===== src/hw/rtl/bids_pkg.sv =====
// Shared types and constants for the bilinear image downscaler.
// Used by every module under hw/rtl; no dependencies.
`timescale 1ns / 1ps
`default_nettype none
package bids_pkg;
  localparam int LINE_MAX_DEF  = 1024;
  localparam int FRAC_BITS_DEF = 16;
  localparam int FRAC_MAX      = 16;
  localparam int WGT_W         = FRAC_MAX + 1;
  localparam int QDEPTH        = 2;

  localparam logic [2:0] REG_SRC_HEIGHT = 3'd0;
  localparam logic [2:0] REG_SRC_WIDTH  = 3'd1;
  localparam logic [2:0] REG_PERCENT    = 3'd2;
  localparam logic [2:0] REG_ROW_STEP   = 3'd3;
  localparam logic [2:0] REG_COL_STEP   = 3'd4;

  // ceil(2^31 / 100): exact floor division by 100 for 24-bit dividends
  localparam logic [24:0] RECIP_100 = 25'd21474837;
  localparam int          RECIP_SH  = 31;

  typedef struct packed {
    logic [7:0] in_red;
    logic [7:0] in_green;
    logic [7:0] in_blue;
  } pix_in_t;

  typedef struct packed {
    logic [7:0] out_red;
    logic [7:0] out_green;
    logic [7:0] out_blue;
    logic       frame_end;
  } pix_out_t;

  typedef struct packed {
    logic [23:0]      p1;
    logic [23:0]      p2;
    logic [23:0]      p3;
    logic [23:0]      p4;
    logic [WGT_W-1:0] fx;
    logic [WGT_W-1:0] fy;
    logic             last;
  } job_t;

  typedef struct packed {
    logic full;
    logic empty;
  } q_stat_t;

  typedef enum logic {FE_IDLE, FE_EVAL} fe_state_t;
endpackage
`default_nettype wire


===== src/hw/rtl/bids_queue.sv =====
// Two-entry job queue between front and back.
// Depends on bids_pkg.
`timescale 1ns / 1ps
`default_nettype none
module bids_queue import bids_pkg::*; (
  input  wire logic    clk,
  input  wire logic    rst,
  input  wire logic    push,
  input  wire job_t    din,
  input  wire logic    pop,
  output job_t         dout,
  output q_stat_t      stat
);
  job_t       mem [QDEPTH];
  logic       wr_ptr, rd_ptr;
  logic [1:0] count;

  always_ff @(posedge clk) begin
    if (rst) begin
      wr_ptr <= 1'b0;
      rd_ptr <= 1'b0;
      count  <= 2'd0;
    end else begin
      if (push) wr_ptr <= ~wr_ptr;
      if (pop) rd_ptr <= ~rd_ptr;
      count <= count + {1'b0, push} - {1'b0, pop};
    end
  end

  always_ff @(posedge clk) begin
    if (push) mem[wr_ptr] <= din;
  end

  assign dout       = mem[rd_ptr];
  assign stat.full  = (count == 2'(QDEPTH));
  assign stat.empty = (count == 2'd0);
endmodule
`default_nettype wire


===== config.mk =====
export PLATFORM = sky130hd
export DESIGN_NAME = bids_queue
export DESIGN_NICKNAME = d
export VERILOG_FILES = /design/src/hw/rtl/bids_pkg.sv /design/src/hw/rtl/bids_queue.sv
export SDC_FILE = /design/constraint.sdc
export NUM_CORES = 1
export LEC_CHECK = 0
export BUFFER_PORTS_ARGS = -buffer_cell sky130_fd_sc_hd__buf_4
export CORE_UTILIZATION = 40
export CTS_CLUSTER_SIZE = 14
export DETAILED_ROUTE_END_ITERATION = 16
export GPL_TIMING_DRIVEN = 0
export PLACE_DENSITY = 0.71
export SLEW_MARGIN = 20
export SYNTH_ARGS = -nofsm -noshare
export SYNTH_HDL_FRONTEND = slang
export SYNTH_SLANG_ARGS = --single-unit

===== constraint.sdc =====
create_clock -name clk -period 17.2 [get_ports clk]
set_clock_uncertainty 0.15 [all_clocks]
set_input_delay 2.58 -clock clk [delete_from_list [all_inputs] [get_ports clk]]
set_output_delay 2.58 -clock clk [all_outputs]
set_load 0.005 [all_outputs]

==> metrics.txt <==
vias in the first global route=about 5,400; CP max stage cell=dfxtp_1; CP startpoint kind=register; Avg Inst Size Synth=between 20 and 25 um2; final WL=slightly below 20 mm; combinational family with the most area after synthesis=multiplexers; Pwr per Cell Area=114 nW/um2; Synth Cell Area=about 10,000 um2; CP arrival=about 1800 ps; I/O Buffers=about 270; DRT iter0 DRCs=220; syn nets=566; Seq cells post-synth=267; Resized cells post-CTS=0; fillcell total=between 1,500 and 2,000; Num CTS Buffers=29; Hold Fails Final Rpt=0; vias per inst=approximately 4.6; met2 wire length=a little under 10 mm; final setup fails=0; worst skew pair latency=between 500 and 600 ps; Hold Path Class=register to register; Max-slew headroom=a little under half; post-synthesis mux area share=between 10% and 20%; Synth Area in Adders=less than 1%; sw power=around 0.32 mW; share of cells above drive strength 1=between 60% and 70%; WL per Instance=around 18 um; post-layout utilization of the core=between 50% and 60%; initial antenna violation count=0; Overflow after GRT=0; multi-input logic area=1930 um2; Max-Cap Viols=0; FMAX=0.220 GHz; largest net degree at the start of global routing=between 50 and 60; Synth Warn #=0; die area=~26,000 um2; post-route cell area=between 10,000 and 15,000 um2; Max Used Layer=met4; DP HPWL=13.6 mm; Tot GR Track Use=between 10% and 20%; status=complete, no violations; drt pass-1 iters=4; Logic pwr share=13.1%; post-layout net count=around 870; P&R area growth vs syn=34.6%; CTS tree=done; Leak=~5.3 nW; total core area=between 20,000 and 25,000 um2; setup TNS=0 ps; Synth area leaders=edfxtp_1 78%, mux2_4 13%, mux2_2 4.6%; Worst EP required=between 10,000 and 15,000 ps; Initial Utilization=slightly above 40%; Worst R2R Setup Slack=between 15,000 and 20,000 ps; sw frac=between 20% and 30%; worst path bufs/invs=4; Die W=approximately 160 um; CTS sink count=around 270; slew of the pin with the lowest slew margin=795 ps; Peak supply drop=84.7 uV; Worst Path Max Fanout=10; Die H=160 um; Area after DPL=~13,000 um2; Met1 Wirelength=about 7.5 mm; Tcrit/Tclk final=about a quarter; post-route ant nets=0; Clock transition at path regs=~60 ps; routed wl met3=1.78 mm; # rows=between 50 and 60; Period minus WS final=roughly 4500 ps; root buffer cell=clkbuf_16; DRC Markers=0; internal power=1.22 mW; RD Place Congestion=0.733; Synth top area share=about four fifths; critical path's most frequent cell=buf_6; critical path type=register to output pin; Syn Inst Count=roughly 430; first-pass GRT wire length=a little under 30 mm; Final Max Tran Viols=0; Cell Chain, Critical Path=buf_6 > buf_8 > buf_6 > mux2_4 > buf_4; Synth Area in XOR/XNOR=less than 1%; delay-heaviest family, CP=buffers and inverters; max incr delay on CP=roughly 320 ps; Synth area leader=edfxtp_1; Post-CTS Hold Fix Bufs=0; commonest cells after routing, fill and taps aside=267 x buf_4, 262 x edfxtp_1, 90 x mux2_4; Post CTS Setup Buffer Count=0; H-tree levels=1; share of the yosys chip area belonging to registers=about 79%; RSZ-0062 raised after global routing=false; DR vias=4,972; Ant. Diodes=0; Synth Area in Compound Gates=0%; part of the power in registers=about half; Synth Area in Simple Gates=less than 1%; clock share of power=between 30% and 40%; register area=approximately 8000 um2; total placed cells including tap cells=around 1,000; IO Count=268; CP Capture Type=output pin; commonest non-fill, non-tap cell in the layout=buf_4; number of distinct library cells after synthesis=14; Clock Path Buffers=3; Non-Filler Instances=1,078
Yosys cell counts, drive strengths merged:
cell type  number
inv             2
mux2          131
nor2            5
nor2b           3
xnor2           2
buf            15
xnor3           1
and2            1
edfxtp        262
dfxtp           5
ha              2
registers in the layout (all words and copies together) (netlist names), named ones only:
register and count:
mem 262, count 2, wr_ptr 1, rd_ptr 1
power by group through the flow:
stage               logic (mW)  registers [mW]  clock network, mW
finish                   0.202           0.770              0.571
global route             0.216           0.773              0.613
CTS                      0.206           0.770              0.586
detailed placement       0.205           0.784                  0
global placement         0.192           0.792                  0
floorplan               0.0960           0.787                  0
per-layer routing:
metal,up-vias,global-route usage (%)
met3,42,4.93
li1,2308,-
met5,-,0
met4,0,4.07
met1,2420,16.8
met2,202,25.8
cells by family (layout without fill, tap and decap cells):
family	after synthesis	in the layout
xor+xnor	3	3
simple gates	9	9
flops	267	267
mux	131	131
buf+inv	17	342
fa+ha+maj	2	2
metrics by stage:
stage | setup WS [ps] | hold WS, ps | total power, mW
after floorplan | 8160 | 330 | 0.883
after global placement | 5310 | 345 | 0.983
after detailed placement | 12660 | 394 | 0.989
after CTS | 12600 | 412 | 1.56
after global routing | 12570 | 441 | 1.60
final | 12660 | 398 | 1.54
worst register-to-register path: stages (launching register included):
cell	delay (ps)
dfxtp_1	350
nor2b_4	640
buf_16	270
buf_12	210
buf_16	210
layout make-up:
cell class	instances	area share (%)
repair buffers	274	16.1
clock inverters	16	0.981
inverters	2	0.0555
multi-input cells	145	14.3
well taps	324	3.00
plain buffers	15	1.09
flip-flops and latches	267	58.9
clock buffers	35	5.53
worst paths after layout:
path,startpoint,to,depth (start not counted)
worst max register to register,wr_ptr$_SDFFE_PP0P_,mem[0][51]$_DFFE_PP_,4
worst min-delay path,rd_ptr$_SDFFE_PP0P_,register,2
worst min register to register,rd_ptr$_SDFFE_PP0P_,register,2
worst max-delay path,register,dout[58],5
Power figures use the tool's default switching activity.
